===== src/hw/rtl/nipd_pkg.sv =====
package nipd_pkg;

  // Newton corrections applied at most per item
  localparam int unsigned MaxSteps = 64;
  localparam int unsigned StepW    = $clog2(MaxSteps + 1);

  // one-hot sequencer states
  typedef enum logic [5:0] {
    ST_IDLE = 6'b000001,
    ST_SQY  = 6'b000010,
    ST_SQX  = 6'b000100,
    ST_SQA  = 6'b001000,
    ST_DIV  = 6'b010000,
    ST_DONE = 6'b100000
  } nipd_state_e;

  // divider status seen by the sequencer
  typedef struct packed {
    logic busy;
    logic done;
  } nipd_div_stat_t;

endpackage


===== src/hw/rtl/nipd_if.sv =====
interface nipd_in_if #(
  parameter int unsigned COORD_WIDTH = 8
);
  logic                   valid;
  logic                   ready;
  logic [COORD_WIDTH-1:0] first_y;
  logic [COORD_WIDTH-1:0] first_x;
  logic [COORD_WIDTH-1:0] second_y;
  logic [COORD_WIDTH-1:0] second_x;

  modport source (output valid, first_y, first_x, second_y, second_x, input ready);
  modport sink   (input valid, first_y, first_x, second_y, second_x, output ready);
endinterface

interface nipd_out_if #(
  parameter int unsigned COORD_WIDTH = 8
);
  logic                 valid;
  logic                 ready;
  logic [COORD_WIDTH:0] distance;

  modport source (output valid, distance, input ready);
  modport sink   (input valid, distance, output ready);
endinterface


===== src/hw/rtl/nipd_div.sv =====
// Restoring unsigned divider, one quotient bit per cycle.
module nipd_div #(
  parameter int unsigned NUM_W = 18,
  parameter int unsigned DEN_W = 10
) (
  input  logic                   clk_i,
  input  logic                   rst_ni,
  input  logic                   start_i,
  input  logic [NUM_W-1:0]       num_i,
  input  logic [DEN_W-1:0]       den_i,
  output logic [NUM_W-1:0]       quo_o,
  output nipd_pkg::nipd_div_stat_t stat_o
);
  import nipd_pkg::*;

  localparam int unsigned CntW = $clog2(NUM_W + 1);

  logic [NUM_W-1:0] quo_q, quo_d;
  logic [DEN_W-1:0] rem_q, rem_d;
  logic [DEN_W-1:0] den_q, den_d;
  logic [CntW-1:0]  cnt_q, cnt_d;
  logic             busy_q, busy_d;
  logic             done_q, done_d;

  logic [DEN_W:0]   rem_sh;
  logic             fits;

  assign rem_sh = {rem_q, quo_q[NUM_W-1]};
  assign fits   = rem_sh >= {1'b0, den_q};

  always_comb begin
    quo_d  = quo_q;
    rem_d  = rem_q;
    den_d  = den_q;
    cnt_d  = cnt_q;
    busy_d = busy_q;
    done_d = 1'b0;
    if (start_i) begin
      quo_d  = num_i;
      rem_d  = '0;
      den_d  = den_i;
      cnt_d  = CntW'(NUM_W);
      busy_d = 1'b1;
    end else if (busy_q) begin
      rem_d = fits ? DEN_W'(rem_sh - {1'b0, den_q}) : rem_sh[DEN_W-1:0];
      quo_d = {quo_q[NUM_W-2:0], fits};
      cnt_d = cnt_q - 1'b1;
      if (cnt_q == CntW'(1)) begin
        busy_d = 1'b0;
        done_d = 1'b1;
      end
    end
  end

  always_ff @(posedge clk_i or negedge rst_ni) begin
    if (!rst_ni) begin
      cnt_q  <= '0;
      busy_q <= 1'b0;
      done_q <= 1'b0;
    end else begin
      cnt_q  <= cnt_d;
      busy_q <= busy_d;
      done_q <= done_d;
    end
  end

  always_ff @(posedge clk_i) begin
    quo_q <= quo_d;
    rem_q <= rem_d;
    den_q <= den_d;
  end

  assign quo_o       = quo_q;
  assign stat_o.busy = busy_q;
  assign stat_o.done = done_q;

endmodule


===== src/hw/rtl/newton_integer_point_distance.sv =====
// Channel   Dir  Payload                                    Handshake
// in_i      in   first_y, first_x, second_y, second_x      valid/ready
// out_o     out  distance                                   valid/ready
//
// An axis-aligned or equal pair goes straight to the output register; any other pair
// squares dy and dx, then runs passes through the bit-serial divider until one returns
// a zero correction or MaxSteps corrections have been applied.
// Ready is high only while the sequencer is idle; one item is in work at a time.
// The result sits in an output register, so the next item may start while it waits.
// Reset is asynchronous and clears the sequencer and output valid.
module newton_integer_point_distance #(
  parameter int unsigned COORD_WIDTH = 8
) (
  input  logic clk_i,
  input  logic rst_ni,
  nipd_in_if.sink    in_i,
  nipd_out_if.source out_o
);
  import nipd_pkg::*;

  localparam int unsigned EstW = COORD_WIDTH + 1;     // estimate and distance
  localparam int unsigned SqW  = 2 * COORD_WIDTH + 1; // dy^2 + dx^2
  localparam int unsigned PrW  = 2 * EstW;            // squarer output
  localparam int unsigned NumW = PrW + 1;             // signed numerator
  localparam int unsigned MagW = PrW;                 // numerator magnitude
  localparam int unsigned DenW = EstW + 1;            // 2 * estimate

  nipd_state_e state_q, state_d;

  logic [COORD_WIDTH-1:0] dy_q, dy_d, dx_q, dx_d;
  logic [EstW-1:0]        est_q, est_d;
  logic [SqW-1:0]         sq_q, sq_d;
  logic                   neg_q, neg_d;
  logic [StepW-1:0]       steps_q, steps_d;
  logic                   oval_q, oval_d;
  logic [EstW-1:0]        dist_q, dist_d;

  logic [COORD_WIDTH-1:0] in_dy, in_dx, in_hi, in_lo;
  logic [EstW-1:0]        sq_op;
  logic [PrW-1:0]         prod;
  logic signed [NumW-1:0] num;
  logic [MagW-1:0]        mag;
  logic                   div_start;
  logic [MagW-1:0]        quo;
  nipd_div_stat_t         div_stat;
  logic                   in_fire;
  logic                   out_free;

  assign in_fire  = in_i.valid && in_i.ready;
  assign out_free = !oval_q || out_o.ready;

  assign in_dy = (in_i.first_y >= in_i.second_y) ? in_i.first_y - in_i.second_y
                                                  : in_i.second_y - in_i.first_y;
  assign in_dx = (in_i.first_x >= in_i.second_x) ? in_i.first_x - in_i.second_x
                                                  : in_i.second_x - in_i.first_x;
  assign in_hi = (in_dy > in_dx) ? in_dy : in_dx;
  assign in_lo = (in_dy > in_dx) ? in_dx : in_dy;

  // shared squarer: dy, then dx, then the current estimate each step
  always_comb begin
    case (state_q)
      ST_SQY:  sq_op = {1'b0, dy_q};
      ST_SQX:  sq_op = {1'b0, dx_q};
      default: sq_op = est_q;
    endcase
  end
  assign prod = PrW'(sq_op) * PrW'(sq_op);

  assign num = $signed({2'b00, sq_q}) - $signed({1'b0, prod});
  assign mag = num[NumW-1] ? MagW'(-num) : MagW'(num);

  assign div_start = (state_q == ST_SQA) && (steps_q != StepW'(MaxSteps));

  nipd_div #(
    .NUM_W (MagW),
    .DEN_W (DenW)
  ) u_div (
    .clk_i   (clk_i),
    .rst_ni  (rst_ni),
    .start_i (div_start),
    .num_i   (mag),
    .den_i   ({est_q, 1'b0}),
    .quo_o   (quo),
    .stat_o  (div_stat)
  );

  always_comb begin
    state_d = state_q;
    dy_d    = dy_q;
    dx_d    = dx_q;
    est_d   = est_q;
    sq_d    = sq_q;
    neg_d   = neg_q;
    steps_d = steps_q;
    oval_d  = oval_q;
    dist_d  = dist_q;

    if (oval_q && out_o.ready) begin
      oval_d = 1'b0;
    end

    case (state_q)
      ST_IDLE: begin
        if (in_fire) begin
          dy_d    = in_dy;
          dx_d    = in_dx;
          est_d   = {1'b0, in_hi} + EstW'(in_lo >> 1);
          steps_d = '0;
          state_d = (in_dy == '0 || in_dx == '0) ? ST_DONE : ST_SQY;
        end
      end
      ST_SQY: begin
        sq_d    = SqW'(prod);
        state_d = ST_SQX;
      end
      ST_SQX: begin
        sq_d    = sq_q + SqW'(prod);
        state_d = ST_SQA;
      end
      ST_SQA: begin
        neg_d   = num[NumW-1];
        state_d = div_start ? ST_DIV : ST_DONE;
      end
      ST_DIV: begin
        if (div_stat.done) begin
          if (quo == '0) begin
            state_d = ST_DONE;
          end else begin
            est_d   = neg_q ? est_q - quo[EstW-1:0] : est_q + quo[EstW-1:0];
            steps_d = steps_q + 1'b1;
            state_d = ST_SQA;
          end
        end
      end
      ST_DONE: begin
        if (out_free) begin
          oval_d  = 1'b1;
          dist_d  = est_q;
          state_d = ST_IDLE;
        end
      end
      default: state_d = ST_IDLE;
    endcase
  end

  always_ff @(posedge clk_i or negedge rst_ni) begin
    if (!rst_ni) begin
      state_q <= ST_IDLE;
      steps_q <= '0;
      oval_q  <= 1'b0;
    end else begin
      state_q <= state_d;
      steps_q <= steps_d;
      oval_q  <= oval_d;
    end
  end

  always_ff @(posedge clk_i) begin
    dy_q   <= dy_d;
    dx_q   <= dx_d;
    est_q  <= est_d;
    sq_q   <= sq_d;
    neg_q  <= neg_d;
    dist_q <= dist_d;
  end

  assign in_i.ready     = (state_q == ST_IDLE);
  assign out_o.valid    = oval_q;
  assign out_o.distance = dist_q;

  // step count stays within the safety bound
  a_steps_bound: assert property (@(posedge clk_i) disable iff (!rst_ni)
    steps_q <= StepW'(MaxSteps))
    else $error("newton step count past bound");

  // the divider is running or finishing whenever the sequencer waits on it
  a_div_active: assert property (@(posedge clk_i) disable iff (!rst_ni)
    (state_q == ST_DIV) |-> (div_stat.busy || div_stat.done))
    else $error("sequencer waits on idle divider");

  // the estimate never reaches zero inside the Newton loop
  a_est_pos: assert property (@(posedge clk_i) disable iff (!rst_ni)
    (state_q == ST_SQA || state_q == ST_DIV) |-> (est_q != '0))
    else $error("zero estimate in newton loop");

  // a new result is only loaded from the finishing state
  a_load_src: assert property (@(posedge clk_i) disable iff (!rst_ni)
    (!oval_q || out_o.ready) && oval_d |-> (state_q == ST_DONE))
    else $error("result loaded outside finishing state");

endmodule


===== src/flat_wrapper.sv =====
// flat-port wrapper written by rule: the top's interface ports become plain ports
module newton_integer_point_distance_flat import nipd_pkg::*;
#(
  parameter int unsigned COORD_WIDTH = 8
)
  (clk_i, rst_ni, in_i_valid, in_i_first_y, in_i_first_x, in_i_second_y, in_i_second_x, in_i_ready, out_o_valid, out_o_distance, out_o_ready);
  nipd_in_if #(.COORD_WIDTH(COORD_WIDTH)) in_i_i ();
  nipd_out_if #(.COORD_WIDTH(COORD_WIDTH)) out_o_i ();
  input  logic clk_i;
  input  logic rst_ni;
  input wire logic [$bits(in_i_i.valid)-1:0] in_i_valid;
  input wire logic [$bits(in_i_i.first_y)-1:0] in_i_first_y;
  input wire logic [$bits(in_i_i.first_x)-1:0] in_i_first_x;
  input wire logic [$bits(in_i_i.second_y)-1:0] in_i_second_y;
  input wire logic [$bits(in_i_i.second_x)-1:0] in_i_second_x;
  output wire logic [$bits(in_i_i.ready)-1:0] in_i_ready;
  output wire logic [$bits(out_o_i.valid)-1:0] out_o_valid;
  output wire logic [$bits(out_o_i.distance)-1:0] out_o_distance;
  input wire logic [$bits(out_o_i.ready)-1:0] out_o_ready;
  assign in_i_i.valid = in_i_valid;
  assign in_i_i.first_y = in_i_first_y;
  assign in_i_i.first_x = in_i_first_x;
  assign in_i_i.second_y = in_i_second_y;
  assign in_i_i.second_x = in_i_second_x;
  assign in_i_ready = in_i_i.ready;
  assign out_o_valid = out_o_i.valid;
  assign out_o_distance = out_o_i.distance;
  assign out_o_i.ready = out_o_ready;
  newton_integer_point_distance #(.COORD_WIDTH(COORD_WIDTH)) u_core (.clk_i(clk_i), .rst_ni(rst_ni), .in_i(in_i_i), .out_o(out_o_i));
endmodule

===== config.mk =====
export PLATFORM = sky130hd
export DESIGN_NAME = newton_integer_point_distance_flat
export DESIGN_NICKNAME = d
export VERILOG_FILES = /design/src/hw/rtl/nipd_pkg.sv /design/src/hw/rtl/nipd_if.sv /design/src/hw/rtl/nipd_div.sv /design/src/hw/rtl/newton_integer_point_distance.sv /design/src/flat_wrapper.sv
export SDC_FILE = /design/constraint.sdc
export NUM_CORES = 1
export LEC_CHECK = 0
export ABC_AREA = 1
export BUFFER_PORTS_ARGS = -buffer_cell sky130_fd_sc_hd__buf_2
export CORE_UTILIZATION = 52
export DETAILED_ROUTE_END_ITERATION = 8
export PLACE_DENSITY_LB_ADDON = 0.2
export RECOVER_POWER = 100
export SLEW_MARGIN = 10
export SYNTH_ARGS = -nofsm -noshare
export SYNTH_HDL_FRONTEND = slang
export SYNTH_HIERARCHICAL = 1
export SYNTH_SLANG_ARGS = --single-unit

===== constraint.sdc =====
create_clock -name clk_i -period 15.34 [get_ports clk_i]
set_clock_uncertainty 0.15 [all_clocks]
set_input_delay 0.767 -clock clk_i [delete_from_list [all_inputs] [get_ports clk_i]]
set_output_delay 0.767 -clock clk_i [all_outputs]
set_load 0.02 [all_outputs]

==> results of run 1 <==
-- worst max-delay path, delay by kind of cell (launching register included) --
| kind | cells | cell delay, ps |
|---|---|---|
| AOI/OAI and AO/OA | 7 | 1840 |
| xor gates and xnor gates | 2 | 380 |
| adders and majority gates | 6 | 2680 |
| buffers and inverters | 7 | 1190 |
| DFF | 1 | 400 |
| and+or+nand+nor | 13 | 3160 |
-- flip-flops by register name, summed over array words and instances, names as in the netlist, 6 cells and up --
name                   flops
u_core/out_o.distance      9
u_core/state_q             6
u_core/sq_q               17
u_core/dy_q                8
u_core/steps_q             7
u_core/u_div/den_q        10
u_core/dx_q                8
u_core/u_div/quo_o        18
u_core/u_div/rem_q        10
u_core/est_q               9
-- per-layer routing --
| metal | wire, um | up-vias |
|---|---|---|
| li1 | - | 5361 |
| met5 | 0 | - |
| met1 | 12500 | 4685 |
| met4 | 486 | 0 |
| met2 | 13000 | 194 |
| met3 | 891 | 34 |
-- path summary, 6_finish.rpt --
check / start / to / slack (ps) / depth (start not counted)
min in group asynchronous: rst_ni / u_core/u_div/busy_q$_DFF_PN0_ / 540 / 1
worst max-delay path: u_core/state_q[5]$_DFFE_PN0P_ / u_core/u_div/quo_o[13]$_DFFE_PP_ / 5290 / 35
worst min register to register: u_core/u_div/rem_q[5]$_SDFFE_PP0P_ / u_core/u_div/rem_q[5]$_SDFFE_PP0P_ / 320 / 2
worst min-delay path: u_core/u_div/rem_q[5]$_SDFFE_PP0P_ / u_core/u_div/rem_q[5]$_SDFFE_PP0P_ / 320 / 2
max in group asynchronous: rst_ni / u_core/state_q[5]$_DFFE_PN0P_ / 13700 / 1
worst max register to register: u_core/state_q[5]$_DFFE_PN0P_ / u_core/u_div/quo_o[13]$_DFFE_PP_ / 5290 / 35
-- metrics by stage --
step | worst slack [ps] | cells
after floorplan | 8280 | 1662
after global placement | 7450 | 1997
after detailed placement | 7250 | 1997
after CTS | 7230 | 2013
after global routing | 4420 | 2013
final | 5290 | 2013
-- layout make-up --
class / count / area share
multi-input cells: 1202 / 0.589
flip-flops and latches: 111 / 0.243
inverters: 322 / 0.0945
well taps: 313 / 0.0305
clock buffers: 9 / 0.0175
repair buffers: 49 / 0.0175
clock inverters: 7 / 0.00769
==> flow_metrics.env, run 1 <==
export IMPL_insertion_delay_ps=370
export IMPL_pin_count=47
export IMPL_final_cell_area_um2=12900
export IMPL_maxCapViolations=1
export IMPL_root_buffer="clkbuf_16"
export IMPL_final_max_slew_viol_count=15
export IMPL_ant_nets=0
export IMPL_cts_tree="built"
export IMPL_grt_pass1_vias=9547
export IMPL_post_dp_cell_area_um2=12600
export IMPL_grt_max_degree=32
export IMPL_post_cts_buffers=0
export IMPL_violations="max-capacitance violations, max-slew violations"
export IMPL_rows=55
export IMPL_final_layout_size_suffix_gt1_frac=0.0659
export IMPL_dieWidth_um=155
export IMPL_h_tree_depth=3
export IMPL_start_util=0.534
export IMPL_timing_critical_path_required_ps=15320
export IMPL_fill_cells=2183
export IMPL_status="complete, but fails checks"
export IMPL_whs_ps=322
export IMPL_multi_input_area_um2=7570
export IMPL_regArea_um2=3130
export IMPL_fin_util=0.564
export IMPL_startpoint_type="flop"
export IMPL_vias=10300
export IMPL_clk_path_buf_depth=2
export IMPL_gp_routability_congestion=0.930
export IMPL_drtIter0Drc=546
export IMPL_grtUsageMet3=0.0242
export IMPL_path_clk_slew_ps=90
export IMPL_numPortBuffers=46
export IMPL_cts_buffers=9
export IMPL_critical_path_class="reg -> reg"
export IMPL_relSlewSlack=-0.0510
export IMPL_cts_resized=0
export IMPL_coreArea_um2=22800
export IMPL_wire_per_inst_um=13.4
export IMPL_grt_pass1_wl_um=44600
export IMPL_final_nets=1907
export IMPL_max_freq_mhz=99.5
export IMPL_die_area_um2=24000
export IMPL_met1_usage=0.298
export IMPL_clock_sinks=111
export IMPL_cp_end_kind="flop"
export IMPL_use_met2=0.403
export IMPL_first_pass_iters=5
export IMPL_max_stage_delay_ps=930
export IMPL_drt_wl_total_um=26900
export IMPL_postSynthAreaPerCell_um2=7.32
export IMPL_finalSetupViolations=0
export IMPL_die_height_um=155
export IMPL_layout_commonest_cell="nand2_1"
export IMPL_yosysWarnings=6
export IMPL_top_usage_layer="met2"
export IMPL_diodes=0
export IMPL_arrival_ps=10020
export IMPL_synthesis_nets=1874
export IMPL_worstPathMaxFanout=20
export IMPL_hp_class="reg -> reg"
export IMPL_grt_setup_unrepaired="false"
export IMPL_grt_overflow=0
export IMPL_via_per_inst=5.10
export IMPL_syn_to_final_growth_pct=5.59
export IMPL_final_cell_mix="nand2_1 (417), inv_1 (314), ha_1 (135)"
export IMPL_dpl_hpwl_um=22000
export IMPL_tns_ps=0
export IMPL_slowest_stage="nand2_1"
export IMPL_cts_hold_buffers_added=0
export IMPL_crit_top_cell="nand2_1"
export IMPL_synth_cells=1662
export IMPL_drc_errors=0
export IMPL_synth_area_um2=12200
export IMPL_hold_viol_final=0
export IMPL_antenna_found_initial=0
export IMPL_worst_pin_slew_ps=1560
export IMPL_grt_util_all_layers=0.230
export IMPL_period_share=0.655
export IMPL_finalCriticalPeriod_ps=10050
Power of run 1 is left out: the tool's default activity adds up to more than one toggle a clock period on the data nets, which glitch-free logic cannot reach.
==> run 2, diff against run 1 <==
- ABC_AREA: 1 -> 0
- clock period: 15.34 -> 10.21 ns (I/O delays scaled with it)
==> run 2 against run 1 <==
  * Cell area fell by 3.0%
  * Flip-flop and latch count did not move
  * Non-clock buffer count rose by 8
  * Fmax rose by 6.3%
  * Count of clock-buffer cells in the layout rose by 1
  * Die area fell by 3.7%
  * Via count fell by 11%
  * The flow still finishes with violations (max-capacitance violations, max-slew violations)
==> flow_metrics.env, run 2 <==
export IMPL_status="complete, but fails checks"
export IMPL_final_cell_mix="inv_1 (188), ha_1 (135), nor2_1 (117)"
export IMPL_crit_top_cell="inv_1"
export IMPL_synth_cells=1307
export IMPL_synth_area_um2=11700
export IMPL_drt_wl_total_um=25500
export IMPL_tns_ps=0
export IMPL_gp_routability_congestion=0.897
export IMPL_syn_to_final_growth_pct=6.37
export IMPL_grt_pass1_wl_um=42800
export IMPL_grt_max_degree=45
export IMPL_die_area_um2=23100
export IMPL_vias=9170
export IMPL_hold_viol_final=0
export IMPL_rows=54
export IMPL_final_max_slew_viol_count=45
export IMPL_clk_path_buf_depth=2
export IMPL_die_height_um=152
export IMPL_cts_tree="built"
export IMPL_timing_critical_path_required_ps=10160
export IMPL_grt_util_all_layers=0.225
export IMPL_dpl_cell_count=1598
export IMPL_h_tree_depth=3
export IMPL_grt_overflow=0
export IMPL_fill_cells=1961
export IMPL_diodes=0
export IMPL_critical_path_class="reg -> reg"
export IMPL_violations="max-capacitance violations, max-slew violations"
export IMPL_finalSetupViolations=0
export IMPL_maxCapViolations=1
export IMPL_startpoint_type="flop"
export IMPL_arrival_ps=9400
export IMPL_relSlewSlack=-0.479
export IMPL_coreArea_um2=22000
export IMPL_worstPathMaxFanout=15
export IMPL_cts_resized=0
export IMPL_fin_cells=1615
export IMPL_antenna_found_initial=0
export IMPL_worst_pin_slew_ps=2220
export IMPL_yosysWarnings=6
export IMPL_largest_reg_flops=18
export IMPL_hp_class="in -> reg"
export IMPL_ant_nets=0
export IMPL_pin_count=47
export IMPL_grt_setup_unrepaired="false"
export IMPL_via_per_inst=5.68
export IMPL_cp_end_kind="flop"
export IMPL_synthesis_nets=1519
export IMPL_final_layout_size_suffix_gt1_frac=0.0809
export IMPL_insertion_delay_ps=360
export IMPL_period_share=0.926
export IMPL_grt_pass1_vias=8769
export IMPL_postSynthAreaPerCell_um2=8.96
export IMPL_final_nets=1542
export IMPL_start_util=0.534
export IMPL_slowest_stage="a221oi_1"
export IMPL_clock_sinks=111
export IMPL_cts_buffers=9
export IMPL_path_clk_slew_ps=80
export IMPL_finalCriticalPeriod_ps=9450
export IMPL_drc_errors=0
export IMPL_post_dp_cell_area_um2=12200
export IMPL_dpl_hpwl_um=20300
export IMPL_max_freq_mhz=106
export IMPL_final_cell_area_um2=12500
export IMPL_dieWidth_um=152
export IMPL_layout_commonest_cell="inv_1"
export IMPL_numPortBuffers=46
export IMPL_first_pass_iters=6
export IMPL_wire_per_inst_um=15.8
export IMPL_root_buffer="clkbuf_16"
export IMPL_drtIter0Drc=528
export IMPL_max_stage_delay_ps=750
-- run 2: changes by cell type in the layout (fill, tap and decap cells not counted), moves of 17 or more --
cell | before | now
nand2_1 | 417 | 65
mux2i_1 | 0 | 26
a21oi_1 | 90 | 64
mux2_2 | 0 | 19
a21o_1 | 4 | 24
inv_1 | 314 | 188
nand3_1 | 91 | 24
nand2b_1 | 0 | 17
o21ai_0 | 81 | 53
xor2_1 | 47 | 23
xnor2_1 | 23 | 81
-- run 2: routing by layer --
metal / share of wire / GRT usage
met5: 0 / 0
met1: 0.48 / 0.316
met4: 0.011 / 0.0481
met3: 0.043 / 0.0265
met2: 0.46 / 0.371
-- run 2: final cells by class --
| type | instances | area [um^2] | share of cell area |
|---|---|---|---|
| Clock buffer | 10 | 250 | 0.0201 |
| Clock inverter | 6 | 81.3 | 0.00653 |
| Inverter | 190 | 713 | 0.0572 |
| Multi-Input combinational cell | 961 | 7650 | 0.614 |
| Sequential cell | 111 | 3130 | 0.251 |
| Tap cell | 280 | 350 | 0.0281 |
| Timing Repair Buffer | 57 | 283 | 0.0227 |
-- run 2: per-stage QoR --
stage           util  setup WS (ps)  hold WS (ps)
2_1_floorplan      -           1850          64.9
3_3_place_gp   0.555           1090           322
3_5_place_dp   0.555            798           328
4_1_cts        0.571            773           204
5_1_grt        0.568           69.8           234
6_report       0.568            758           215
-- run 2: repair_timing --
action | CTS | global route
buffers inserted | 0 | 0
endpoints found under the setup margin | 0 | 0
hold buffers | 1 | 0
endpoints found under the hold margin | 20 | 0
-- run 2: path summary, 6_finish.rpt --
kind	from	end	slack [ps]	depth (start not counted)
max	u_core/state_q[3]$_DFFE_PN0P_	u_core/u_div/quo_o[13]$_DFFE_PP_	760	30
min in group asynchronous	rst_ni	u_core/u_div/cnt_q[2]$_DFFE_PN0P_	770	2
min	out_o_ready	u_core/out_o.valid$_DFF_PN0_	210	2
min reg2reg	u_core/u_div/rem_q[2]$_SDFFE_PP0P_	u_core/u_div/rem_q[2]$_SDFFE_PP0P_	340	2
max reg2reg	u_core/state_q[3]$_DFFE_PN0P_	u_core/u_div/quo_o[13]$_DFFE_PP_	760	30
max in group asynchronous	rst_ni	u_core/state_q[3]$_DFFE_PN0P_	8430	2
-- run 2: critical path: cells and delay by family (launching register included) --
| family | cells | cell delay, ps |
|---|---|---|
| multiplexers | 1 | 260 |
| buffers and inverters | 5 | 680 |
| AO/OA/AOI/OAI | 8 | 2740 |
| adder cells (fa/ha/maj) | 6 | 2570 |
| AND/OR/NAND/NOR | 8 | 2120 |
| XOR/XNOR | 2 | 290 |
| flip-flops | 1 | 410 |
Power of run 2 is left out for the same reason.
==> run 3, diff against run 2 <==
- BUFFER_PORTS_ARGS: -buffer_cell sky130_fd_sc_hd__buf_2 -> default
- DONT_BUFFER_PORTS: default -> 1
==> run 3 against run 2 <==
  * Die area stayed put
  * Fmax fell by 0.17%
  * Critical path depth up 1
  * Cell count is 2.9% lower
  * Non-clock buffer count fell by 47
  * Flip-flop and latch count did not move
  * Wire length is 0.48% lower
  * Register-to-register slack lost 20 ps
  * Worst setup slack worse by 17 ps
  * Hold slack worse by 110 ps
  * The flow still finishes with violations (max-capacitance violations, max-slew violations)
  * Sequential share of layout area increased by 0.49 points
  * Highest routed layer unchanged
==> flow_metrics.env, run 3 (synthesized netlist as in run 2, its figures left out) <==
export IMPL_drtIter0Drc=638
export IMPL_rows=54
export IMPL_slowest_stage="fa_1"
export IMPL_wire_per_inst_um=16.2
export IMPL_path_clk_slew_ps=80
export IMPL_final_nets=1495
export IMPL_max_freq_mhz=106
export IMPL_critical_path_class="reg -> reg"
export IMPL_final_max_slew_viol_count=46
export IMPL_status="complete, but fails checks"
export IMPL_worst_pin_slew_ps=2310
export IMPL_ant_nets=0
export IMPL_diodes=0
export IMPL_final_layout_size_suffix_gt1_frac=0.0606
export IMPL_hold_viol_final=0
export IMPL_grt_overflow=0
export IMPL_wl_met3_um=1070
export IMPL_insertion_delay_ps=370
export IMPL_relSlewSlack=-0.541
export IMPL_die_area_um2=23100
export IMPL_die_height_um=152
export IMPL_fill_cells=2025
export IMPL_clk_path_buf_depth=2
export IMPL_met2_length_um=11800
export IMPL_wl_met1_um=12300
export IMPL_cts_buffers=9
export IMPL_antenna_found_initial=0
export IMPL_finalSetupViolations=0
export IMPL_final_cell_mix="inv_1 (188), ha_1 (135), nor2_1 (117)"
export IMPL_coreArea_um2=22000
export IMPL_dpl_hpwl_um=20300
export IMPL_numPortBuffers=0
export IMPL_grt_pass1_wl_um=42400
export IMPL_maxCapViolations=1
export IMPL_clock_sinks=111
export IMPL_h_tree_depth=3
export IMPL_violations="max-capacitance violations, max-slew violations"
export IMPL_gp_routability_congestion=0.912
export IMPL_grt_max_degree=46
export IMPL_finalCriticalPeriod_ps=9470
export IMPL_post_cts_buffers=0
export IMPL_tns_ps=0
export IMPL_dieWidth_um=152
export IMPL_arrival_ps=9430
export IMPL_root_buffer="clkbuf_16"
export IMPL_grt_setup_unrepaired="false"
export IMPL_cts_tree="built"
export IMPL_layout_commonest_cell="inv_1"
export IMPL_timing_critical_path_required_ps=10170
export IMPL_startpoint_type="flop"
export IMPL_via_per_inst=5.68
export IMPL_drc_errors=0
export IMPL_largest_reg_flops=18
export IMPL_first_pass_iters=7
export IMPL_start_util=0.534
export IMPL_vias=8911
export IMPL_period_share=0.927
export IMPL_top_layer_used="met4"
export IMPL_pin_count=47
export IMPL_hp_class="in -> reg"
export IMPL_cp_end_kind="flop"
export IMPL_syn_to_final_growth_pct=4.35
export IMPL_crit_top_cell="inv_1"
export IMPL_worstPathMaxFanout=25
export IMPL_max_stage_delay_ps=590
export IMPL_grt_pass1_vias=8653
export IMPL_drt_wl_total_um=25400
export IMPL_grt_util_all_layers=0.225
run 3: cell types whose count changed in the layout (fill, tap and decap cells not counted), sizes merged:
cell,delta
clkbuf,-15
buf,-33
bufinv,-1
clkinv,+2
run 3: layout make-up:
| class | instances | area [um^2] | area share |
|---|---|---|---|
| clock buffers | 9 | 225 | 0.0184 |
| clock inverters | 7 | 75.1 | 0.00614 |
| inverters | 190 | 713 | 0.0583 |
| multi-input cells | 961 | 7670 | 0.627 |
| flip-flops and latches | 111 | 3130 | 0.256 |
| well taps | 280 | 350 | 0.0287 |
| repair buffers | 10 | 62.6 | 0.00512 |
run 3: routing by layer:
metal / GRT usage / up-vias
li1: - / 4485
met1: 0.316 / 4229
met2: 0.364 / 176
met3: 0.0337 / 21
met4: 0.0520 / 0
met5: 0 / -
run 3: path summary, 6_finish.rpt:
kind | start | to | slack [ps] | cells after the start
min in group asynchronous | rst_ni | u_core/u_div/cnt_q[2]$_DFFE_PN0P_ | 610 | 1
max reg2reg | u_core/state_q[3]$_DFFE_PN0P_ | u_core/u_div/quo_o[13]$_DFFE_PP_ | 740 | 31
min reg2reg | u_core/u_div/rem_q[4]$_SDFFE_PP0P_ | u_core/u_div/rem_q[4]$_SDFFE_PP0P_ | 360 | 2
min | out_o_ready | u_core/out_o.valid$_DFF_PN0_ | 100 | 1
max in group asynchronous | rst_ni | u_core/steps_q[0]$_DFFE_PN0P_ | 8670 | 1
max | u_core/state_q[3]$_DFFE_PN0P_ | u_core/u_div/quo_o[13]$_DFFE_PP_ | 740 | 31
run 3: metrics by stage:
| step | area, um^2 | hold WS [ps] | util | std cells | worst slack (ps) |
|---|---|---|---|---|---|
| 5_1_grt | 12200 | 91.6 | 0.557 | 1568 | 22.0 |
| 3_5_place_dp | 12000 | 65.6 | 0.544 | 1551 | 631 |
| 6_report | 12200 | 103 | 0.557 | 1568 | 742 |
| 3_3_place_gp | 12000 | 65.3 | 0.544 | 1551 | 979 |
| 4_1_cts | 12300 | 88.1 | 0.558 | 1568 | 592 |
| 2_1_floorplan | 11700 | 64.9 | - | 1307 | 1850 |
run 3: critical path: cells and delay by family (launching register included):
family	cells	cell delay, ps
compound gates	8	1810
xor+xnor	2	410
fa+ha+maj	6	2810
buf+inv	6	540
flops	1	420
mux	1	260
simple gates	8	2810
run 3: repair_timing:
action	CTS	global route
hold endpoints to repair	21	0
endpoints found under the setup margin	0	5
resized for setup	0	2
hold buffers	1	0
Power of run 3 is left out for the same reason.
